==> src/rtl/sample_mean_and_std_dev_unit_defines.svh <==
`ifndef SAMPLE_MEAN_AND_STD_DEV_UNIT_DEFINES_SVH
`define SAMPLE_MEAN_AND_STD_DEV_UNIT_DEFINES_SVH

// Check that holds in the same cycle as its trigger.
`define SMS_ASSERT_NOW(lbl, ante, cons, msg) \
    lbl: assert property (@(posedge clk) disable iff (!rst_n) (ante) |-> (cons)) \
        else $error(msg);

// Check that holds in the cycle after its trigger.
`define SMS_ASSERT_NEXT(lbl, ante, cons, msg) \
    lbl: assert property (@(posedge clk) disable iff (!rst_n) (ante) |=> (cons)) \
        else $error(msg);

`endif

==> src/rtl/sms_pkg.sv <==
package sms_pkg;

    localparam int unsigned SAMPLE_W          = 16;
    localparam int unsigned CNT_W             = 17;
    localparam int unsigned SUM_W             = 33;
    localparam int unsigned SSQ_W             = 47;
    localparam int unsigned SQ_W              = 32;
    localparam int unsigned MAG_W             = 32;
    localparam int unsigned WIDE_W            = 64;
    localparam int unsigned DEN_W             = 32;
    localparam int unsigned RESULT_W          = 16;
    localparam int unsigned ROOT_STEPS        = 32;
    localparam int unsigned ROOT_K_W          = $clog2(ROOT_STEPS);
    localparam int unsigned MAX_COUNT_DEFAULT = 65536;
    localparam int unsigned FIFO_DEPTH        = 2;
    localparam int unsigned FIFO_PTR_W        = $clog2(FIFO_DEPTH);
    localparam int unsigned FIFO_LVL_W        = $clog2(FIFO_DEPTH + 1);

    localparam int unsigned IN_DATA_W   = 16;
    localparam int unsigned OUT_FIELD_W = RESULT_W + RESULT_W + CNT_W;
    localparam int unsigned OUT_DATA_W  = ((OUT_FIELD_W + 7) / 8) * 8;
    localparam int unsigned OUT_PAD_W   = OUT_DATA_W - OUT_FIELD_W;
    localparam int unsigned OUT_USER_W  = 1;

    // Highest even power of two in the root search.
    localparam logic [WIDE_W-1:0] ROOT_TOP = WIDE_W'(1) << (WIDE_W - 2);

    // One finished set handed from the accumulator to the finishing unit.
    typedef struct packed {
        logic [CNT_W-1:0]        cnt;
        logic signed [SUM_W-1:0] sum;
        logic [SSQ_W-1:0]        sum_sq;
        logic                    ovf;
    } sms_set_t;

    typedef struct packed {
        logic empty;
        logic full;
    } sms_fifo_stat_t;

    typedef enum logic [3:0] {
        ST_IDLE,
        ST_MUL_SQ,
        ST_MUL_LO,
        ST_MUL_HI,
        ST_MUL_DEN,
        ST_SUB,
        ST_DIV_MEAN,
        ST_DIV_STD,
        ST_ROOT,
        ST_FINISH
    } sms_state_t;

endpackage

==> src/rtl/sms_fifo.sv <==
module sms_fifo (
    input  logic                    clk,
    input  logic                    rst_n,
    input  logic                    push,
    input  sms_pkg::sms_set_t       push_data,
    input  logic                    pop,
    output sms_pkg::sms_set_t       pop_data,
    output sms_pkg::sms_fifo_stat_t stat
);
    import sms_pkg::*;

    sms_set_t              entry_reg [FIFO_DEPTH];
    logic [FIFO_PTR_W-1:0] wr_ptr_reg, wr_ptr_next;
    logic [FIFO_PTR_W-1:0] rd_ptr_reg, rd_ptr_next;
    logic [FIFO_LVL_W-1:0] lvl_reg, lvl_next;
    logic                  do_push, do_pop;

    always_comb
    begin
        stat.full  = lvl_reg == FIFO_LVL_W'(FIFO_DEPTH);
        stat.empty = lvl_reg == '0;
        do_push    = push && !stat.full;
        do_pop     = pop && !stat.empty;
        pop_data   = entry_reg[rd_ptr_reg];

        wr_ptr_next = wr_ptr_reg;
        rd_ptr_next = rd_ptr_reg;
        lvl_next    = lvl_reg;
        if (do_push)
        begin
            wr_ptr_next = (wr_ptr_reg == FIFO_PTR_W'(FIFO_DEPTH - 1)) ? '0
                                                                       : wr_ptr_reg + 1'b1;
        end
        if (do_pop)
        begin
            rd_ptr_next = (rd_ptr_reg == FIFO_PTR_W'(FIFO_DEPTH - 1)) ? '0
                                                                       : rd_ptr_reg + 1'b1;
        end
        if (do_push && !do_pop)
        begin
            lvl_next = lvl_reg + 1'b1;
        end
        else if (do_pop && !do_push)
        begin
            lvl_next = lvl_reg - 1'b1;
        end
    end

    always_ff @(posedge clk)
    begin
        if (do_push)
        begin
            entry_reg[wr_ptr_reg] <= push_data;
        end
    end

    always_ff @(posedge clk or negedge rst_n)
    begin
        if (!rst_n)
        begin
            wr_ptr_reg <= '0;
            rd_ptr_reg <= '0;
            lvl_reg    <= '0;
        end
        else
        begin
            wr_ptr_reg <= wr_ptr_next;
            rd_ptr_reg <= rd_ptr_next;
            lvl_reg    <= lvl_next;
        end
    end

endmodule

==> config.mk <==
export PLATFORM = sky130hd
export DESIGN_NAME = sms_fifo
export DESIGN_NICKNAME = d
export VERILOG_FILES = /design/src/rtl/sample_mean_and_std_dev_unit_defines.svh /design/src/rtl/sms_pkg.sv /design/src/rtl/sms_fifo.sv
export SDC_FILE = /design/constraint.sdc
export NUM_CORES = 1
export LEC_CHECK = 0
export ABC_AREA = 1
export BUFFER_PORTS_ARGS = -buffer_cell sky130_fd_sc_hd__buf_2
export CORE_ASPECT_RATIO = 2
export CORE_MARGIN = 5
export CORE_UTILIZATION = 56
export DETAILED_ROUTE_END_ITERATION = 8
export PLACE_DENSITY_LB_ADDON = 0.1
export SLEW_MARGIN = 20
export SYNTH_ARGS = -nofsm -noshare
export SYNTH_HDL_FRONTEND = slang
export SYNTH_SLANG_ARGS = --single-unit
==> constraint.sdc <==
create_clock -name clk -period 14.6 [get_ports clk]
set_input_delay 0.73 -clock clk [delete_from_list [all_inputs] [get_ports clk]]
set_output_delay 0.73 -clock clk [all_outputs]
set_load 0.005 [all_outputs]
==> parameters.txt <==
Parameter                              Value

Outcome
  Status    completed

Floorplan
  Y dimension of the die    172.0 um
  Floorplan core area    0.01292 mm^2
  Initial cell density of the core    approximately 57%
  Die Outline Area    0.01565 mm^2
  Cell Rows    59
  Chip Width    90.99 um
  Top Ports    202

Global routing
  Initial antenna violation count    3
  Maximum number of pins on one net before global-route repair    roughly 100
  Number of global-route vias before repair    4,775
  Overflow left after global routing    0
  Aggregate global-route resource usage    19.14%
  First-pass GRT wire length    between 20,000 and 25,000 um

STA
  Total negative slack for setup checks    0 ps
  Final worst path period share    a little under a quarter
  RSZ-0062 raised after global routing    false
  Fmax    292.3 MHz
  Min Tclk post-route    3421 ps
  Endpoints failing setup    0
  Max-slew headroom at the worst pin    approximately 28%
  Worst-case clock skew    10.93 ps
  Final Hold Slack    between 100 and 150 ps
  Hold Vio Cnt, Final    0
  Max-slew violations    0
  Worst Tran Pin Value    1079 ps

CTS
  Number of resized instances in the post-cts repair step    0
  Maximum number of buffers from clock root to sink    2
  Clock tree root buffer cell    clkbuf_16
  Insertion delay of the later-clocked pin in the worst-skew pair    roughly 430 ps
  Count of hold-fix buffers inserted at cts    0
  Number of clock sinks    200
  Postcts setup bufs    0
  TritonCTS clock tree    built
  Clock transition at the register clock pins on the worst setup and hold paths after CTS    70 ps
  H-tree levels    4
  TritonCTS buffer count    17

Finish
  Max FFs per register    ~200
  Most common cell after layout, fill and taps aside    nand2_1
  Area growth syn-to-layout    23.20%
  Total number of nets in the final design    848
  Finished layout cell area    0.009050 mm^2
  Fraction of final layout cells sized beyond drive strength 1    31.53%
  Top library cells by usage in the layout, fill and taps aside    nand2_1 (303), buf_2 (201), edfxtp_1 (196)
  Post-layout utilization of the core    between 70% and 80%

Placement
  Port Buffer Count    201
  Weighted congestion at the end of routability-driven global placement    0.7670
  Total cell area at the placement stage    between 0.008 and 0.009 mm^2
  Detailed placement HPWL    between 9000 and 10,000 um

Detailed routing
  Number of design-rule violations left by the first detailed-router iteration    231
  Via count of the routed design    4,580
  Highest layer used for signal routing    met5
  Post-detailed-route via-to-cell ratio    5.022
  Residual antenna-violating net count after detailed routing    0
  Final routed wire length divided by cell count    16.39 um
  Final wirelength    14,950 um
  Residual DRC count    0
  Routed length on met1    between 5000 and 6000 um
  Met3 WL post-DR    986 um
  First-pass DRT Iterations    4
  WL met2    roughly 8400 um

Critical path
  Category of the most critical setup path    register to output pin
  Data arrival, critical path    between 2000 and 3000 ps
  Crit end category    output pin
  Crit path required time    13,870 ps
  Cell-by-cell listing of the critical path    inv_4 -> nand2_1 -> nand2_1 -> buf_2
  Kind of start point of the critical path    register
  Cell with the largest stage delay on the worst path    dfrtp_4
  Number of cells on the worst reg-to-reg path    6
  Startpoint of the most critical register-to-register path    lvl_reg[1]
  Most common cell on crit path    nand2_1
  R2r endpoint    entry_reg[0][6]
  Largest fanout on the critical path    100
  Worst R2R Setup Slack    12,200 ps
  Delay contributed by the slowest stage of the critical path    between 1000 and 1500 ps

Logic synthesis
  Mapped Avg Cell Area    13.53 um^2
  Proportion of synthesized flip-flops having asynchronous set or reset    2.000%
  Synthesized cell area    0.007346 mm^2
  Post-synthesis instance total    approximately 540
  Proportion of synthesized chip area in sequential cells    between 80% and 90%
  Number of enable-type register cells in the synthesized netlist    196
  Number of storage elements in the synthesis netlist    200
  Net count after synthesis    646
  Yosys warning count    0
  Number of library cell types mapped by synthesis    15
  Top flip-flop cell by instance count after synthesis    edfxtp_1

Power and ir drop
  Power Density    197.2 mW/mm^2
  Worst supply voltage drop on vdd    143.3 uV
  P_leak    between 3 and 4 nW

Flow run
  # Max-Cap Violations    0

Min path
  Classification of the worst-slack hold path    input port to async pin
-- metal layers --
layer  vias up  global-route usage (%)
met1      2165                   21.34
met5         -                       0
met3        23                   5.311
met4         2                   7.663
li1       2237                       -
met2       153                   34.41
-- synth_stat cells, types with 2 or more instances --
cell type	instances	area (um^2)
buf_4	3	22.52
inv_1	7	26.28
nand2_1	303	1137
buf_6	2	22.52
dfrtp_1	4	100.1
nor2_1	4	15.01
edfxtp_1	196	5886
buf_2	16	80.08
o21ai_0	2	10.01
-- metrics by stage --
step / power, W / cells / worst slack, ps
3_3_place_gp: 0.001340 / 878 / 11610
5_1_grt: 0.001900 / 912 / 10910
3_5_place_dp: 0.001356 / 878 / 11560
6_report: 0.001785 / 912 / 11180
2_1_floorplan: 0.001131 / 543 / 9129
4_1_cts: 0.001810 / 910 / 11100
-- report_power, final --
part | total [W] | switching [W] | internal, W
Sequential | 0.000856 | 0.0000732 | 0.000783
Clock | 0.000455 | 0.000211 | 0.000244
Combinational | 0.000474 | 0.000295 | 0.000179
Total | 0.00178 | 0.000579 | 0.00121
-- cells by family (layout without fill, tap and decap cells) --
group | count (synthesis) | in the layout | synth area share, %
DFF | 200 | 200 | 81.49
adders and majority gates | 1 | 1 | 0.1703
AOI/OAI and AO/OA | 2 | 2 | 0.1363
and+or+nand+nor | 310 | 310 | 15.94
buffers and inverters | 29 | 244 | 2.146
other | 0 | 2 | 0
xor gates and xnor gates | 1 | 1 | 0.1193
-- layout make-up --
class,count,area [um^2]
clock buffers,18,429.2
fillers,875,3869
repair buffers,204,1028
multi-input cells,314,1210
inverters,8,35.03
clock inverters,14,162.7
diodes,2,5.005
well taps,152,190.2
flip-flops and latches,200,5989
-- worst max-delay path by stage --
stage                from         endpoint  slack, ps
2_1_floorplan        push  entry_reg[1][0]       9130
3_3_place_gp   rd_ptr_reg     pop_data[60]      11610
3_5_place_dp   rd_ptr_reg      pop_data[2]      11560
4_1_cts        rd_ptr_reg      pop_data[2]      11100
5_1_grt        rd_ptr_reg     pop_data[60]      10910
6_report       rd_ptr_reg     pop_data[55]      11180
-- critical path, delay by kind of cell, from the launching register on --
kind | cells | cell delay, ps
buffers and inverters | 2 | 780
and+or+nand+nor | 2 | 300
DFF | 1 | 1140
No activity file was read; power rests on OpenSTA's default activity.
