==> src/rtl/sample_mean_and_std_dev_unit_defines.svh <==
`ifndef SAMPLE_MEAN_AND_STD_DEV_UNIT_DEFINES_SVH
`define SAMPLE_MEAN_AND_STD_DEV_UNIT_DEFINES_SVH

// Check that holds in the same cycle as its trigger.
`define SMS_ASSERT_NOW(lbl, ante, cons, msg) \
    lbl: assert property (@(posedge clk) disable iff (!rst_n) (ante) |-> (cons)) \
        else $error(msg);

// Check that holds in the cycle after its trigger.
`define SMS_ASSERT_NEXT(lbl, ante, cons, msg) \
    lbl: assert property (@(posedge clk) disable iff (!rst_n) (ante) |=> (cons)) \
        else $error(msg);

`endif

==> src/rtl/sms_pkg.sv <==
package sms_pkg;

    localparam int unsigned SAMPLE_W          = 16;
    localparam int unsigned CNT_W             = 17;
    localparam int unsigned SUM_W             = 33;
    localparam int unsigned SSQ_W             = 47;
    localparam int unsigned SQ_W              = 32;
    localparam int unsigned MAG_W             = 32;
    localparam int unsigned WIDE_W            = 64;
    localparam int unsigned DEN_W             = 32;
    localparam int unsigned RESULT_W          = 16;
    localparam int unsigned ROOT_STEPS        = 32;
    localparam int unsigned ROOT_K_W          = $clog2(ROOT_STEPS);
    localparam int unsigned MAX_COUNT_DEFAULT = 65536;
    localparam int unsigned FIFO_DEPTH        = 2;
    localparam int unsigned FIFO_PTR_W        = $clog2(FIFO_DEPTH);
    localparam int unsigned FIFO_LVL_W        = $clog2(FIFO_DEPTH + 1);

    localparam int unsigned IN_DATA_W   = 16;
    localparam int unsigned OUT_FIELD_W = RESULT_W + RESULT_W + CNT_W;
    localparam int unsigned OUT_DATA_W  = ((OUT_FIELD_W + 7) / 8) * 8;
    localparam int unsigned OUT_PAD_W   = OUT_DATA_W - OUT_FIELD_W;
    localparam int unsigned OUT_USER_W  = 1;

    // Highest even power of two in the root search.
    localparam logic [WIDE_W-1:0] ROOT_TOP = WIDE_W'(1) << (WIDE_W - 2);

    // One finished set handed from the accumulator to the finishing unit.
    typedef struct packed {
        logic [CNT_W-1:0]        cnt;
        logic signed [SUM_W-1:0] sum;
        logic [SSQ_W-1:0]        sum_sq;
        logic                    ovf;
    } sms_set_t;

    typedef struct packed {
        logic empty;
        logic full;
    } sms_fifo_stat_t;

    typedef enum logic [3:0] {
        ST_IDLE,
        ST_MUL_SQ,
        ST_MUL_LO,
        ST_MUL_HI,
        ST_MUL_DEN,
        ST_SUB,
        ST_DIV_MEAN,
        ST_DIV_STD,
        ST_ROOT,
        ST_FINISH
    } sms_state_t;

endpackage

==> src/rtl/sms_front.sv <==
module sms_front #(
    parameter int unsigned MAX_COUNT = sms_pkg::MAX_COUNT_DEFAULT
) (
    input  logic                                clk,
    input  logic                                rst_n,
    input  logic                                in_valid,
    output logic                                in_ready,
    input  logic signed [sms_pkg::SAMPLE_W-1:0] sample,
    input  logic                                last_sample,
    input  sms_pkg::sms_fifo_stat_t             fifo_stat,
    output logic                                push,
    output sms_pkg::sms_set_t                   push_data
);
    import sms_pkg::*;

    logic [CNT_W-1:0]        cnt_reg, cnt_next, upd_cnt;
    logic signed [SUM_W-1:0] sum_reg, sum_next, upd_sum;
    logic [SSQ_W-1:0]        ssq_reg, ssq_next, upd_ssq;
    logic                    ovf_reg, ovf_next, upd_ovf;
    logic signed [SQ_W-1:0]  sq;
    logic                    full_set;
    logic                    take;

    always_comb
    begin
        in_ready = !fifo_stat.full;
        take     = in_valid && in_ready;
        sq       = sample * sample;
        full_set = cnt_reg >= CNT_W'(MAX_COUNT);

        // Drop samples past a full set, but remember that they came.
        upd_cnt = full_set ? cnt_reg : cnt_reg + CNT_W'(1);
        upd_sum = full_set ? sum_reg : sum_reg + SUM_W'(sample);
        upd_ssq = full_set ? ssq_reg : ssq_reg + SSQ_W'($unsigned(sq));
        upd_ovf = ovf_reg | full_set;

        push             = take && last_sample;
        push_data.cnt    = upd_cnt;
        push_data.sum    = upd_sum;
        push_data.sum_sq = upd_ssq;
        push_data.ovf    = upd_ovf;

        cnt_next = cnt_reg;
        sum_next = sum_reg;
        ssq_next = ssq_reg;
        ovf_next = ovf_reg;
        if (take)
        begin
            if (last_sample)
            begin
                cnt_next = '0;
                sum_next = '0;
                ssq_next = '0;
                ovf_next = 1'b0;
            end
            else
            begin
                cnt_next = upd_cnt;
                sum_next = upd_sum;
                ssq_next = upd_ssq;
                ovf_next = upd_ovf;
            end
        end
    end

    always_ff @(posedge clk or negedge rst_n)
    begin
        if (!rst_n)
        begin
            cnt_reg <= '0;
            sum_reg <= '0;
            ssq_reg <= '0;
            ovf_reg <= 1'b0;
        end
        else
        begin
            cnt_reg <= cnt_next;
            sum_reg <= sum_next;
            ssq_reg <= ssq_next;
            ovf_reg <= ovf_next;
        end
    end

endmodule

==> config.mk <==
export PLATFORM = sky130hd
export DESIGN_NAME = sms_front
export DESIGN_NICKNAME = d
export VERILOG_FILES = /design/src/rtl/sample_mean_and_std_dev_unit_defines.svh /design/src/rtl/sms_pkg.sv /design/src/rtl/sms_front.sv
export SDC_FILE = /design/constraint.sdc
export NUM_CORES = 1
export LEC_CHECK = 0
export BUFFER_PORTS_ARGS = -buffer_cell sky130_fd_sc_hd__buf_2
export CORE_MARGIN = 1
export CORE_UTILIZATION = 64
export CTS_CLUSTER_SIZE = 30
export DETAILED_ROUTE_END_ITERATION = 8
export PLACE_DENSITY_LB_ADDON = 0.3
export SYNTH_ARGS = -nofsm -noshare
export SYNTH_HDL_FRONTEND = slang
export SYNTH_SLANG_ARGS = --single-unit
==> constraint.sdc <==
create_clock -name clk -period 16.4 [get_ports clk]
set_clock_uncertainty 0.15 [all_clocks]
set_input_delay 3.28 -clock clk [delete_from_list [all_inputs] [get_ports clk]]
set_output_delay 3.28 -clock clk [all_outputs]
set_load 0.01 [all_outputs]
==> reports/metrics.yaml, run 1 <==
outcome: "finished, final reports clean"
end_kind: "output pin"
cts_resized: 0
drtIter0Drc: 1079
critPathMaxStageDelay_ns: 0.60
placed_cell_area_um2: 18200
multi_input_area_um2: 13200
cap_viol_max_count: 0
period_minus_slack_ns: 15.48
synthSimpleGateAreaFrac: 0.131
final_area_um2: 18500
routed_wl_um: 43000
postSynthCellCount: 2036
synth_most_common_cell: "inv_1"
fillers: 2054
clock_latency_ns: 0.36
drc_errors: 0
synth_area_um2: 17400
hold_ws_ns: 0.358
synth_warnings: 0
syn-mean-instance-area_um2: 8.55
setup_violations: 0
cts-root-buf: "clkbuf_16"
hold_buffers: 0
synth_top_cell_area_share: 0.275
cp_data_required_time_ns: 12.97
routedLengthMet1_um: 17500
synth_top_family_by_area: "adder cells"
largest_reg_flops: 47
cts_tree: "built"
maxSlewHeadroom: 0.215
crit_type: "in2out"
place_ws_ns: 1.10
cp_max_fo: 18
cp_num_cells: 32
critical_path.top_delay_family: "adder cells"
io_pins: 122
yosys.area.top_type: "fa_1"
grt_max_degree: 104
worst_ep_arrival_time_ns: 12.05
fin_ws_ns: 0.924
clock.fmax_mhz: 64.6
antenna_found_initial: 1
die_w_um: 167
hpwl_um: 33500
met3_length_um: 2940
min_period_over_period: 0.944
htree_levels: 3
synthToLayoutAreaGrowth_pct: 6.20
synth_fa_ha_area_frac: 0.386
clock-sinks: 98
yosysSeqAreaShare: 0.141
hold_depth: 2
clockBufferDepth: 2
hp-class: "reg2reg"
track_usage: 0.322
synthMuxAreaShare: 0.00748
synth_xor_area_frac: 0.0619
dieArea_um2: 27900
synth_area_leaders: "fa_1 (27%), dfrtp_1 (14%), ha_1 (11%), inv_1 (8.1%), nand2_1 (5.1%)"
cts_buffers: 9
ff_latch_area_um2: 2460
tns_ns: 0
drt-vias-per-instance: 5.93
grt_pass1_wl_um: 71700
crit_top_cell: "fa_1"
synth_seq_cells: 98
cts_setup_buffers: 0
drive_gt1_frac: 0.0862
core_area_um2: 26400
initial_core_util: 0.660
ys_types: 68
rr_worst_depth: 12
synth-edff-count: 0
top_layer: "met4"
critPathSlowestCell: "fa_1"
postSynth.asyncResetShare: 1.00
cp-start-kind: "primary input"
place_congestion: 0.938
wl_per_cell_um: 17.7
overflow: 0
tightest_slew_ns: 1.17
port-buffer-count: 120
synth_fp_nets: 2451
synth_ff_type: "dfrtp_1"
grt_pass1_vias: 14900
slew_viol_final: 0
hold_viol_final: 0
ys_top_cells_by_count: "inv_1 (377), fa_1 (239), nand2_1 (236)"
nNetsFinal: 2509
ant_nets: 0
crit_buf_inv: 5
firstDrtPassIters: 6
met2_length_um: 21200
num_vias: 14400
fp.dieH_um: 167
num_rows: 59
clk_pin_slew_ns: 0.06
grt_setup_unrepaired: "no"
synth_compound_area_frac: 0.173
-- through the flow --
step,utilization,cells
3_5_place_dp,0.691,2418
5_1_grt,0.701,2434
3_3_place_gp,0.691,2418
2_1_floorplan,-,2036
4_1_cts,0.701,2434
6_report,0.701,2435
-- worst reg2reg max path, cell delays in order (launching register included) --
cell      delay, ns
dfrtp_1        0.40
ha_1           0.22
fa_1           0.41
a21oi_1        0.23
o21ai_0        0.19
o211ai_1       0.32
a21oi_1        0.16
a31oi_1        0.28
o21ai_2        0.16
a221o_1        0.40
mux2i_1        0.23
a21oi_1        0.14
o311ai_1       0.30
-- final cells by class --
cell class              count  share of cell area
multi-input cells        1478               0.716
repair buffers            130              0.0367
diodes                      1            0.000135
flip-flops and latches     98               0.133
inverters                 377              0.0766
well taps                 335              0.0227
clock inverters             4             0.00142
clock buffers              12              0.0139
-- routing by layer --
metal	global-route usage	vias to the layer above
met2	0.540	512
li1	-	6750
met5	0	-
met4	0.124	0
met3	0.0568	85
met1	0.415	7087
-- path summary, 6_finish.rpt --
kind / startpoint / end / slack, ns
hold / removal: sum_reg[29] / sum_reg[29] / 0.36
max in group asynchronous: rst_n / cnt_reg[16] / 12.00
hold reg to reg: sum_reg[29] / sum_reg[29] / 0.36
min in group asynchronous: rst_n / sum_reg[28] / 2.69
setup reg to reg: sum_reg[0] / sum_reg[32] / 12.70
setup / recovery: sample[11] / push_data[41] / 0.92
-- kinds of logic after synthesis --
| family | Yosys count |
|---|---|
| AND/OR/NAND/NOR | 498 |
| multiplexers | 12 |
| flip-flops | 98 |
| buffers and inverters | 460 |
| XOR/XNOR | 123 |
| adder cells (fa/ha/maj) | 393 |
| AO/OA/AOI/OAI | 452 |
-- cell usage in the layout (no fill, tap or decap), types with 42 or more instances in the layout --
master | Yosys | layout
dfrtp_1 | 98 | 97
buf_2 | 0 | 119
o21ai_0 | 122 | 121
a21o_1 | 59 | 59
nand2_1 | 236 | 235
and2_1 | 42 | 42
ha_1 | 154 | 154
a22o_1 | 50 | 50
fa_1 | 239 | 239
a21oi_1 | 89 | 89
xnor2_1 | 91 | 91
inv_1 | 377 | 377
nor2_1 | 88 | 87
Power of run 1 is not shown: default switching activity piles up to over one toggle a cycle in this logic, so the estimate is an artifact.
==> inputs of run 2 (changes only) <==
- CORE_ASPECT_RATIO: default -> 1.75
- SLEW_MARGIN: default -> 20
- TNS_END_PERCENT: default -> 100
==> reports/metrics.yaml, run 2 (synthesized netlist as in run 1, its figures left out) <==
outcome: "finished, final reports clean"
cp-start-kind: "primary input"
hp-class: "reg2reg"
critical_path.top_delay_family: "adder cells"
cap_viol_max_count: 0  # unchanged
critPathMaxStageDelay_ns: 0.56  # -0.04 ns
cts_tree: "built"
initial_core_util: 0.652  # -0.00827
hold_buffers: 0  # unchanged
tns_ns: 0  # unchanged
grt_use_met3: 0.0452  # -0.0116
port-buffer-count: 120  # unchanged
cp_max_fo: 15  # -3
hpwl_um: 35200  # +5.2%
firstDrtPassIters: 7  # +1
core_area_um2: 26700  # +1.3%
end_kind: "output pin"
num_rows: 79  # +34%
place_congestion: 0.898  # -4.2%
overflow: 0  # unchanged
min_period_over_period: 0.931  # -0.0130
crit_buf_inv: 7  # +2
largest_reg_flops: 47  # unchanged
clock-sinks: 98  # unchanged
critPathCapture: "push_data[41]"
final_common_cell: "inv_1"
drt-vias-per-instance: 5.98  # +0.84%
htree_levels: 3  # unchanged
grt_pass1_vias: 15500  # +4.2%
num_vias: 14500  # +0.13%
cts_setup_buffers: 0  # unchanged
cp_data_required_time_ns: 12.97  # about the same
io_pins: 122  # unchanged
rr_worst_depth: 12  # unchanged
busiest_layer: "met2"
critPathSlowestCell: "fa_1"
clock.fmax_mhz: 65.5  # +1.4%
cts-root-buf: "clkbuf_16"
slew_viol_final: 0  # unchanged
period_minus_slack_ns: 15.26  # -0.214 ns
track_usage: 0.338  # +0.0159
rr_endpoint: "sum_reg[32]"
maxSlewHeadroom: 0.366  # +0.152
die_w_um: 127  # -24%
grt_pass1_wl_um: 74100  # +3.4%
crit_top_cell: "fa_1"
antenna_cells: 0  # -1
final_cell_mix: "inv_1 (377), fa_1 (239), nand2_1 (235)"
hold_viol_final: 0  # unchanged
cp_num_cells: 33  # +3.1%
grt_setup_unrepaired: "no"
grt_max_degree: 97  # -6.7%
clockBufferDepth: 2  # unchanged
dieArea_um2: 27900  # about the same
met1_usage: 0.364  # -0.0512
cts_buffers: 9  # unchanged
synthToLayoutAreaGrowth_pct: 5.89
fp.dieH_um: 220  # +32%
clk_pin_slew_ns: 0.07  # about the same
drive_gt1_frac: 0.0845  # -0.00170
r2r_start: "sum_reg[0]"
met2_usage: 0.645  # +0.105
wl_per_cell_um: 18.3  # +3.3%
setup_violations: 0  # unchanged
antenna_found_initial: 0  # -1
drtIter0Drc: 775  # -28%
routed_wl_um: 44200  # +2.6%
drc_errors: 0  # unchanged
r2r_slack_ns: 12.64  # -0.06 ns
cp-startpoint: "sample[13]"
ant_nets: 0  # unchanged
cts_resized: 0  # unchanged
clock_latency_ns: 0.36  # about the same
tightest_slew_ns: 0.951  # -0.220 ns
crit_type: "in2out"
worst_ep_arrival_time_ns: 11.83  # -0.22 ns
nNetsFinal: 2506  # -0.12%
## run 2: cell count changes in the layout (fill, tap and decap cells not counted), sizes merged
cell	change
clkbuf	-2
diode	-1
buf	-3
clkinvlp	+1
clkinv	-2
inv	+1
## run 2: worst min-delay path by stage
stage,startpoint,endpoint,slack (ns),cells after the start
after global placement,sum_reg[32],sum_reg[32],0.33,2
after detailed placement,sum_reg[32],sum_reg[32],0.35,2
final,sum_reg[32],sum_reg[32],0.36,2
after floorplan,sum_reg[32],sum_reg[32],0.32,2
after CTS,sum_reg[32],sum_reg[32],0.36,2
after global routing,sum_reg[25],sum_reg[25],0.40,2
## run 2: final cells by class
class | count | area (um2)
flip-flops and latches | 98 | 2460
repair buffers | 127 | 656
multi-input cells | 1478 | 13200
clock buffers | 10 | 239
well taps | 324 | 405
clock inverters | 4 | 28.8
inverters | 377 | 1420
fillers | 2138 | 8260
## run 2: routing by layer
metal  vias to the layer above  part of all wire  routed length, um
met4                         0             0.049               2160
met1                      7157              0.36              15900
met3                       140             0.046               2050
met5                         -                 0                  0
li1                       6727                 -                  -
met2                       429              0.54              24100
## run 2: through the flow
step / cell area (um2) / setup WS [ns] / hold WS, ns / utilization / std cells
4_1_cts: 18400 / 1.15 / 0.364 / 0.691 / 2418
3_5_place_dp: 18200 / 1.21 / 0.346 / 0.680 / 2404
6_report: 18400 / 1.14 / 0.364 / 0.691 / 2418
2_1_floorplan: 17400 / 1.94 / 0.318 / - / 2036
3_3_place_gp: 18200 / 1.28 / 0.333 / 0.680 / 2404
5_1_grt: 18400 / 0.558 / 0.396 / 0.691 / 2418
## run 2: worst register-to-register path: stages (launching register included)
cell and delay, ns:
dfrtp_1 0.40, ha_1 0.22, fa_1 0.41, a21oi_1 0.28, o21ai_0 0.20, o211ai_1 0.28
a21oi_1 0.17, a31oi_1 0.27, o21ai_2 0.15, a221o_1 0.41, mux2i_1 0.19, a2111o_1 0.43
o311ai_1 0.08
Power of run 2 is left out for the same reason.
