### src/rtl/sample_mean_and_std_dev_unit_defines.svh
`ifndef SAMPLE_MEAN_AND_STD_DEV_UNIT_DEFINES_SVH
`define SAMPLE_MEAN_AND_STD_DEV_UNIT_DEFINES_SVH

// Check that holds in the same cycle as its trigger.
`define SMS_ASSERT_NOW(lbl, ante, cons, msg) \
    lbl: assert property (@(posedge clk) disable iff (!rst_n) (ante) |-> (cons)) \
        else $error(msg);

// Check that holds in the cycle after its trigger.
`define SMS_ASSERT_NEXT(lbl, ante, cons, msg) \
    lbl: assert property (@(posedge clk) disable iff (!rst_n) (ante) |=> (cons)) \
        else $error(msg);

`endif

### src/rtl/sms_pkg.sv
package sms_pkg;

    localparam int unsigned SAMPLE_W          = 16;
    localparam int unsigned CNT_W             = 17;
    localparam int unsigned SUM_W             = 33;
    localparam int unsigned SSQ_W             = 47;
    localparam int unsigned SQ_W              = 32;
    localparam int unsigned MAG_W             = 32;
    localparam int unsigned WIDE_W            = 64;
    localparam int unsigned DEN_W             = 32;
    localparam int unsigned RESULT_W          = 16;
    localparam int unsigned ROOT_STEPS        = 32;
    localparam int unsigned ROOT_K_W          = $clog2(ROOT_STEPS);
    localparam int unsigned MAX_COUNT_DEFAULT = 65536;
    localparam int unsigned FIFO_DEPTH        = 2;
    localparam int unsigned FIFO_PTR_W        = $clog2(FIFO_DEPTH);
    localparam int unsigned FIFO_LVL_W        = $clog2(FIFO_DEPTH + 1);

    localparam int unsigned IN_DATA_W   = 16;
    localparam int unsigned OUT_FIELD_W = RESULT_W + RESULT_W + CNT_W;
    localparam int unsigned OUT_DATA_W  = ((OUT_FIELD_W + 7) / 8) * 8;
    localparam int unsigned OUT_PAD_W   = OUT_DATA_W - OUT_FIELD_W;
    localparam int unsigned OUT_USER_W  = 1;

    // Highest even power of two in the root search.
    localparam logic [WIDE_W-1:0] ROOT_TOP = WIDE_W'(1) << (WIDE_W - 2);

    // One finished set handed from the accumulator to the finishing unit.
    typedef struct packed {
        logic [CNT_W-1:0]        cnt;
        logic signed [SUM_W-1:0] sum;
        logic [SSQ_W-1:0]        sum_sq;
        logic                    ovf;
    } sms_set_t;

    typedef struct packed {
        logic empty;
        logic full;
    } sms_fifo_stat_t;

    typedef enum logic [3:0] {
        ST_IDLE,
        ST_MUL_SQ,
        ST_MUL_LO,
        ST_MUL_HI,
        ST_MUL_DEN,
        ST_SUB,
        ST_DIV_MEAN,
        ST_DIV_STD,
        ST_ROOT,
        ST_FINISH
    } sms_state_t;

endpackage

### src/rtl/sms_div.sv
module sms_div (
    input  logic                        clk,
    input  logic                        rst_n,
    input  logic                        start,
    input  logic [sms_pkg::WIDE_W-1:0]  dividend,
    input  logic [sms_pkg::DEN_W-1:0]   divisor,
    output logic                        done,
    output logic [sms_pkg::WIDE_W-1:0]  quotient
);
    import sms_pkg::*;

    localparam int unsigned STEP_W = $clog2(WIDE_W);

    logic                busy_reg, busy_next;
    logic                done_reg, done_next;
    logic [STEP_W-1:0]   step_reg, step_next;
    logic [WIDE_W-1:0]   quo_reg, quo_next;
    logic [DEN_W-1:0]    rem_reg, rem_next;
    logic [DEN_W-1:0]    dvs_reg, dvs_next;
    logic [DEN_W:0]      rem_sh;
    logic [DEN_W:0]      rem_diff;
    logic                fits;

    // Restoring division, one quotient bit per cycle.
    always_comb
    begin
        rem_sh   = {rem_reg, quo_reg[WIDE_W-1]};
        rem_diff = rem_sh - {1'b0, dvs_reg};
        fits     = rem_sh >= {1'b0, dvs_reg};

        busy_next = busy_reg;
        done_next = 1'b0;
        step_next = step_reg;
        quo_next  = quo_reg;
        rem_next  = rem_reg;
        dvs_next  = dvs_reg;
        if (start)
        begin
            busy_next = 1'b1;
            step_next = '0;
            quo_next  = dividend;
            rem_next  = '0;
            dvs_next  = divisor;
        end
        else if (busy_reg)
        begin
            quo_next  = {quo_reg[WIDE_W-2:0], fits};
            rem_next  = fits ? rem_diff[DEN_W-1:0] : rem_sh[DEN_W-1:0];
            step_next = step_reg + 1'b1;
            if (step_reg == STEP_W'(WIDE_W - 1))
            begin
                busy_next = 1'b0;
                done_next = 1'b1;
            end
        end
    end

    assign done     = done_reg;
    assign quotient = quo_reg;

    always_ff @(posedge clk)
    begin
        quo_reg <= quo_next;
        rem_reg <= rem_next;
        dvs_reg <= dvs_next;
    end

    always_ff @(posedge clk or negedge rst_n)
    begin
        if (!rst_n)
        begin
            busy_reg <= 1'b0;
            done_reg <= 1'b0;
            step_reg <= '0;
        end
        else
        begin
            busy_reg <= busy_next;
            done_reg <= done_next;
            step_reg <= step_next;
        end
    end

endmodule

### src/rtl/sms_back.sv
module sms_back (
    input  logic                                clk,
    input  logic                                rst_n,
    input  sms_pkg::sms_fifo_stat_t             fifo_stat,
    input  sms_pkg::sms_set_t                   pop_data,
    output logic                                pop,
    output logic                                out_valid,
    input  logic                                out_ready,
    output logic signed [sms_pkg::RESULT_W-1:0] mean_value,
    output logic [sms_pkg::RESULT_W-1:0]        std_dev,
    output logic [sms_pkg::CNT_W-1:0]           sample_count,
    output logic                                overflow
);
    import sms_pkg::*;

    sms_state_t            state_reg, state_next;
    logic [CNT_W-1:0]      n_reg, n_next;
    logic [MAG_W-1:0]      mag_reg, mag_next;
    logic                  neg_reg, neg_next;
    logic [SSQ_W-1:0]      s2_reg, s2_next;
    logic                  ovf_reg, ovf_next;
    logic [WIDE_W-1:0]     sq_reg, sq_next;
    logic [WIDE_W-1:0]     ns2_reg, ns2_next;
    logic [DEN_W-1:0]      hi_reg, hi_next;
    logic [DEN_W-1:0]      den_reg, den_next;
    logic [WIDE_W-1:0]     num_reg, num_next;
    logic [RESULT_W-1:0]   mean_reg, mean_next;
    logic [RESULT_W-1:0]   sd_reg, sd_next;
    logic [WIDE_W-1:0]     rv_reg, rv_next;
    logic [WIDE_W-1:0]     rres_reg, rres_next;
    logic [ROOT_K_W-1:0]   rk_reg, rk_next;
    logic                  ov_reg, ov_next;
    logic [RESULT_W-1:0]   om_reg, om_next;
    logic [RESULT_W-1:0]   osd_reg, osd_next;
    logic [CNT_W-1:0]      ocnt_reg, ocnt_next;
    logic                  oovf_reg, oovf_next;

    logic [MAG_W-1:0]      mul_a, mul_b;
    logic [WIDE_W-1:0]     mul_p;
    logic                  div_start;
    logic [WIDE_W-1:0]     div_dividend;
    logic [DEN_W-1:0]      div_divisor;
    logic                  div_done;
    logic [WIDE_W-1:0]     div_q;
    logic [WIDE_W-1:0]     mean_q;
    logic [WIDE_W-1:0]     rbit;
    logic [WIDE_W-1:0]     rtrial;
    logic [WIDE_W-1:0]     rres_upd;
    logic signed [SUM_W-1:0] abs_sum;

    sms_div u_div (
        .clk      (clk),
        .rst_n    (rst_n),
        .start    (div_start),
        .dividend (div_dividend),
        .divisor  (div_divisor),
        .done     (div_done),
        .quotient (div_q)
    );

    assign mul_p = mul_a * mul_b;

    always_comb
    begin
        state_next = state_reg;
        n_next     = n_reg;
        mag_next   = mag_reg;
        neg_next   = neg_reg;
        s2_next    = s2_reg;
        ovf_next   = ovf_reg;
        sq_next    = sq_reg;
        ns2_next   = ns2_reg;
        hi_next    = hi_reg;
        den_next   = den_reg;
        num_next   = num_reg;
        mean_next  = mean_reg;
        sd_next    = sd_reg;
        rv_next    = rv_reg;
        rres_next  = rres_reg;
        rk_next    = rk_reg;
        ov_next    = ov_reg && !out_ready;
        om_next    = om_reg;
        osd_next   = osd_reg;
        ocnt_next  = ocnt_reg;
        oovf_next  = oovf_reg;

        pop          = 1'b0;
        mul_a        = mag_reg;
        mul_b        = mag_reg;
        div_start    = 1'b0;
        div_dividend = WIDE_W'(mag_reg);
        div_divisor  = DEN_W'(n_reg);
        abs_sum      = pop_data.sum[SUM_W-1] ? -pop_data.sum : pop_data.sum;
        mean_q       = neg_reg ? -div_q : div_q;
        rbit         = ROOT_TOP >> {rk_reg, 1'b0};
        rtrial       = rres_reg + rbit;
        rres_upd     = (rv_reg >= rtrial) ? (rres_reg >> 1) + rbit : rres_reg >> 1;

        case (state_reg)
            ST_IDLE:
            begin
                if (!fifo_stat.empty)
                begin
                    pop        = 1'b1;
                    n_next     = pop_data.cnt;
                    s2_next    = pop_data.sum_sq;
                    ovf_next   = pop_data.ovf;
                    neg_next   = pop_data.sum[SUM_W-1];
                    mag_next   = MAG_W'(abs_sum);
                    state_next = ST_MUL_SQ;
                end
            end
            ST_MUL_SQ:
            begin
                sq_next    = mul_p;
                state_next = ST_MUL_LO;
            end
            ST_MUL_LO:
            begin
                mul_a      = MAG_W'(n_reg);
                mul_b      = s2_reg[MAG_W-1:0];
                ns2_next   = mul_p;
                state_next = ST_MUL_HI;
            end
            ST_MUL_HI:
            begin
                mul_a      = MAG_W'(n_reg);
                mul_b      = MAG_W'(s2_reg[SSQ_W-1:MAG_W]);
                hi_next    = mul_p[DEN_W-1:0];
                state_next = ST_MUL_DEN;
            end
            ST_MUL_DEN:
            begin
                mul_a      = MAG_W'(n_reg);
                mul_b      = MAG_W'(n_reg - CNT_W'(1));
                den_next   = mul_p[DEN_W-1:0];
                ns2_next   = ns2_reg + {hi_reg, {(WIDE_W - DEN_W){1'b0}}};
                state_next = ST_SUB;
            end
            ST_SUB:
            begin
                // Clamp the variance numerator at zero.
                num_next   = (ns2_reg >= sq_reg) ? ns2_reg - sq_reg : '0;
                div_start  = 1'b1;
                state_next = ST_DIV_MEAN;
            end
            ST_DIV_MEAN:
            begin
                if (div_done)
                begin
                    mean_next = mean_q[RESULT_W-1:0];
                    if (n_reg > CNT_W'(1))
                    begin
                        div_start    = 1'b1;
                        div_dividend = num_reg;
                        div_divisor  = den_reg;
                        state_next   = ST_DIV_STD;
                    end
                    else
                    begin
                        sd_next    = '0;
                        state_next = ST_FINISH;
                    end
                end
            end
            ST_DIV_STD:
            begin
                if (div_done)
                begin
                    rv_next    = div_q;
                    rres_next  = '0;
                    rk_next    = '0;
                    state_next = ST_ROOT;
                end
            end
            ST_ROOT:
            begin
                if (rv_reg >= rtrial)
                begin
                    rv_next = rv_reg - rtrial;
                end
                rres_next = rres_upd;
                rk_next   = rk_reg + 1'b1;
                if (rk_reg == ROOT_K_W'(ROOT_STEPS - 1))
                begin
                    sd_next    = rres_upd[RESULT_W-1:0];
                    state_next = ST_FINISH;
                end
            end
            ST_FINISH:
            begin
                if (!ov_reg || out_ready)
                begin
                    ov_next    = 1'b1;
                    om_next    = mean_reg;
                    osd_next   = sd_reg;
                    ocnt_next  = n_reg;
                    oovf_next  = ovf_reg;
                    state_next = ST_IDLE;
                end
            end
            default:
            begin
                state_next = ST_IDLE;
            end
        endcase
    end

    assign out_valid    = ov_reg;
    assign mean_value   = om_reg;
    assign std_dev      = osd_reg;
    assign sample_count = ocnt_reg;
    assign overflow     = oovf_reg;

    always_ff @(posedge clk)
    begin
        n_reg    <= n_next;
        mag_reg  <= mag_next;
        neg_reg  <= neg_next;
        s2_reg   <= s2_next;
        ovf_reg  <= ovf_next;
        sq_reg   <= sq_next;
        ns2_reg  <= ns2_next;
        hi_reg   <= hi_next;
        den_reg  <= den_next;
        num_reg  <= num_next;
        mean_reg <= mean_next;
        sd_reg   <= sd_next;
        rv_reg   <= rv_next;
        rres_reg <= rres_next;
        rk_reg   <= rk_next;
        om_reg   <= om_next;
        osd_reg  <= osd_next;
        ocnt_reg <= ocnt_next;
        oovf_reg <= oovf_next;
    end

    always_ff @(posedge clk or negedge rst_n)
    begin
        if (!rst_n)
        begin
            state_reg <= ST_IDLE;
            ov_reg    <= 1'b0;
        end
        else
        begin
            state_reg <= state_next;
            ov_reg    <= ov_next;
        end
    end

endmodule

### config.mk
export PLATFORM = sky130hd
export DESIGN_NAME = sms_back
export DESIGN_NICKNAME = d
export VERILOG_FILES = /design/src/rtl/sample_mean_and_std_dev_unit_defines.svh /design/src/rtl/sms_pkg.sv /design/src/rtl/sms_div.sv /design/src/rtl/sms_back.sv
export SDC_FILE = /design/constraint.sdc
export NUM_CORES = 2
export LEC_CHECK = 0
export ABC_AREA = 1
export BUFFER_PORTS_ARGS = -buffer_cell sky130_fd_sc_hd__buf_2
export CORE_UTILIZATION = 30
export CTS_CLUSTER_DIAMETER = 40
export DETAILED_ROUTE_END_ITERATION = 10
export GPL_TIMING_DRIVEN = 0
export PLACE_DENSITY_LB_ADDON = 0.05
export SLEW_MARGIN = 20
export SYNTH_ARGS = -nofsm -noshare
export SYNTH_HDL_FRONTEND = slang
export SYNTH_SLANG_ARGS = --single-unit
### constraint.sdc
create_clock -name clk -period 10.58 [get_ports clk]
set_input_delay 0.529 -clock clk [delete_from_list [all_inputs] [get_ports clk]]
set_output_delay 0.529 -clock clk [all_outputs]
set_load 0.02 [all_outputs]
==> results.sh <==
export IMPL_worst_path_largest_cell_delay_ns=0.80
export IMPL_cp_top_family="adder cells"
export IMPL_synth_edf_count=665
export IMPL_pre_cts_slack_ns=-0.738
export IMPL_hold_viol=0
export IMPL_setup_ws_ns=0.0958
export IMPL_area_growth_pct=15.0
export IMPL_grt_pass1_vias=79800
export IMPL_swShare_pct=22.9
export IMPL_synthFlopType="edfxtp_1"
export IMPL_cp_arrival_ns=10.94
export IMPL_netlist_area_um2=86700
export IMPL_antenna_found_initial=20
export IMPL_post_dp_cell_area_um2=92900
export IMPL_die_x_um=540
export IMPL_synth_cell_types=59
export IMPL_worstSkewPairLatency_ns=0.86
export IMPL_grt_pass1_wl_um=585000
export IMPL_post_route_util_pct=34.8
export IMPL_ys_seq_area_share_pct=24.2
export IMPL_clkPwrFrac_pct=63.2
export IMPL_detail_route_wirelength_um=417000
export IMPL_synthArstFlopShare_pct=1.83
export IMPL_synthTopCellsByArea="edfxtp_1 23%, fa_1 21%, nand2_1 14%, inv_1 11%, ha_1 7.7%"
export IMPL_dp_hpwl_um=359000
export IMPL_finalPower_uw=8490
export IMPL_cts_tree="built"
export IMPL_powerDensity_nw_per_um2=85.2
export IMPL_yosys_warnings=0
export IMPL_period_share_pct=99.1
export IMPL_synth_top_area_share_pct=23.0
export IMPL_syn_nets=13300
export IMPL_drv_slew=0
export IMPL_ys_ff_latch=710
export IMPL_first_pass_iters=7
export IMPL_cp_common_cell="fa_1"
export IMPL_n_fill_cell=30800
export IMPL_period_needed_ns=10.48
export IMPL_cts_root_buf="clkbuf_16"
export IMPL_min_to="mag_reg[21]$_DFFE_PP_"
export IMPL_r2r_start="state_reg[3]$_DFFE_PN0P_"
export IMPL_syn_instance_count=11800
export IMPL_die_h_um=540
export IMPL_fp_coreArea_um2=286000
export IMPL_wl_per_cell_um=25.9
export IMPL_status="completed"
export IMPL_h_tree_depth=4
export IMPL_rr_worst_depth=34
export IMPL_io_pins=155
export IMPL_max_freq_mhz=95.4
export IMPL_cts_buffers_inserted=168
export IMPL_power_leakage_uw=0.0507
export IMPL_finClkSkew_ns=0.0885
export IMPL_cts_max_path_buffers=4
export IMPL_remaining_drc_errors=0
export IMPL_hold_path_depth=2
export IMPL_start_kind="flop"
export IMPL_grt_overflow=0
export IMPL_slowest_stage="fa_1"
export IMPL_endpoint_kind="flop"
export IMPL_timing_hold_ws_ns=0.0926
export IMPL_maxCapViolCount=0
export IMPL_finalSetupViolCount=0
export IMPL_drive_above_1_share_pct=6.03
export IMPL_drtIter0Drc=6051
export IMPL_critPathKind="reg -> reg"
export IMPL_power_frac_seq_pct=35.8
export IMPL_rsz0062_at_grt="yes"
export IMPL_rows=196
export IMPL_p_int_uw=6550
export IMPL_vias=78700
export IMPL_final_cell_mix="3294 x nand2_1, 2575 x inv_1, 1158 x nor2_1"
export IMPL_final_nets=13700
export IMPL_path_buf_inv=12
export IMPL_hold_start="pop_data[69]"
export IMPL_r2r_end="hi_reg[29]$_DFFE_PN_"
export IMPL_path_max_fanout=10
export IMPL_maxSlewHeadroom_pct=16.1
export IMPL_port_buffers=153
export IMPL_pwr_share_comb_pct=1.0
export IMPL_start_util_pct=30.3
export IMPL_ir_drop_mv=0.103
export IMPL_tightest_slew_ns=1.25
export IMPL_final_area_um2=99700
export IMPL_cts_clk_slew_worst_paths_ns=0.04
export IMPL_antenna_left=0
export IMPL_viasPerCell=4.89
export IMPL_switchingPower_uw=1940
export IMPL_grt_max_degree=58
export IMPL_gp_congestion=0.962
export IMPL_track_usage_pct=28.2
export IMPL_reg2reg_slack_ns=0.1
export IMPL_dieArea_um2=291000
export IMPL_final_common_cell="nand2_1"
export IMPL_hold_class="in -> reg"
export IMPL_required_ns=11.04
export IMPL_yosys_area_top_type="edfxtp_1"
export IMPL_avgSynthCellArea_um2=7.37
export IMPL_cts_sinks=710
[per-layer routing]
metal / global-route usage (%) / routed length (um)
met1: 34.3 / 169000
met2: 49.3 / 205000
met3: 3.36 / 19300
met4: 13.8 / 23400
met5: 0 / 36
[final cells by class]
cell class                 instances  area [um2]  area share (%)
antenna                            8        20.0          0.0201
buffer                           259        1220            1.22
clock buffer                     192        4340            4.36
timing repair buffer             266        2180            2.18
multi-input combinational       8173       55000            55.2
inverter                        2623        9870            9.91
tap                             3762        4710            4.72
clock inverter                   114        1390            1.39
sequential                       710       20900            21.0
[power by group through the flow]
| stage | sequential [uW] | combinational (uW) | clock, uW |
|---|---|---|---|
| 3_3_place_gp | 3090 | 63.6 | 0 |
| 3_5_place_dp | 3090 | 64.0 | 0 |
| 4_1_cts | 3040 | 86.5 | 5490 |
| 2_1_floorplan | 3090 | 19.2 | 0 |
| 5_1_grt | 3040 | 92.1 | 5600 |
| 6_report | 3040 | 86.7 | 5370 |
[stage by stage]
step           TNS [ns]  std cells
3_5_place_dp     -21.43      15700
6_report              0      16100
2_1_floorplan         0      11800
5_1_grt         -0.0209      16100
4_1_cts               0      16100
3_3_place_gp    -583.06      15700
[synthesized netlist by cell type (5+ instances only)]
cell and number:
xnor2_1 99, nor3_1 114, o21ai_2 5, a31oi_1 5
a21oi_1 444, dfxtp_1 32, buf_4 5, edfxtp_1 665
inv_2 36, buf_1 16, nand3b_1 42, nand3_1 658
buf_2 95, fa_1 900, nor2_2 8, or2_2 22
a21boi_0 5, a22o_1 25, o21ai_4 9, nand2_1 3298
clkbuf_1 139, inv_1 2583, nor2_1 1164, nand4_1 107
o21a_1 12, nor4_1 23, dfrtp_1 13, o21ai_1 15
a21o_1 8, xor2_1 151, o21ai_0 370, a22oi_1 32
and2_1 37, nor2_4 5, o21bai_1 51, ha_1 532
[what timing repair did]
item,4_1_cts,5_1_grt
endpoints found under the setup margin,100,64
gates resized for setup,23,36
hold buffers,70,0
pin swaps,0,5
endpoints found under the hold margin,82,0
setup buffers,1,12
cloned,0,0
[cells by family (layout without fill, tap and decap cells)]
logic type | after synthesis | count (layout) | share of synthesized area [%]
DFF | 710 | 710 | 24.2
other | 0 | 8 | 0
buffers and inverters | 2883 | 3454 | 12.7
adders and majority gates | 1432 | 1432 | 28.5
AOI/OAI and AO/OA | 995 | 995 | 6.37
xor gates and xnor gates | 250 | 250 | 2.53
and+or+nand+nor | 5496 | 5496 | 25.8
[how the worst max path moves through the flow]
stage          cells past startpoint                    end  slack, ns                startpoint
3_5_place_dp                      34   hi_reg[30]$_DFFE_PN_      -0.74  state_reg[2]$_DFFE_PN0P_
4_1_cts                           33  ns2_reg[63]$_DFFE_PP_       0.05  state_reg[3]$_DFFE_PN0P_
3_3_place_gp                       4   rv_reg[49]$_DFFE_PP_      -5.48  state_reg[1]$_DFFE_PN0P_
5_1_grt                           34   hi_reg[26]$_DFFE_PN_      -0.02  state_reg[2]$_DFFE_PN0P_
6_report                          34   hi_reg[29]$_DFFE_PN_        0.1  state_reg[3]$_DFFE_PN0P_
2_1_floorplan                     35   sq_reg[59]$_DFFE_PN_       2.04  state_reg[1]$_DFFE_PN0P_
Power figures use the tool's default switching activity.
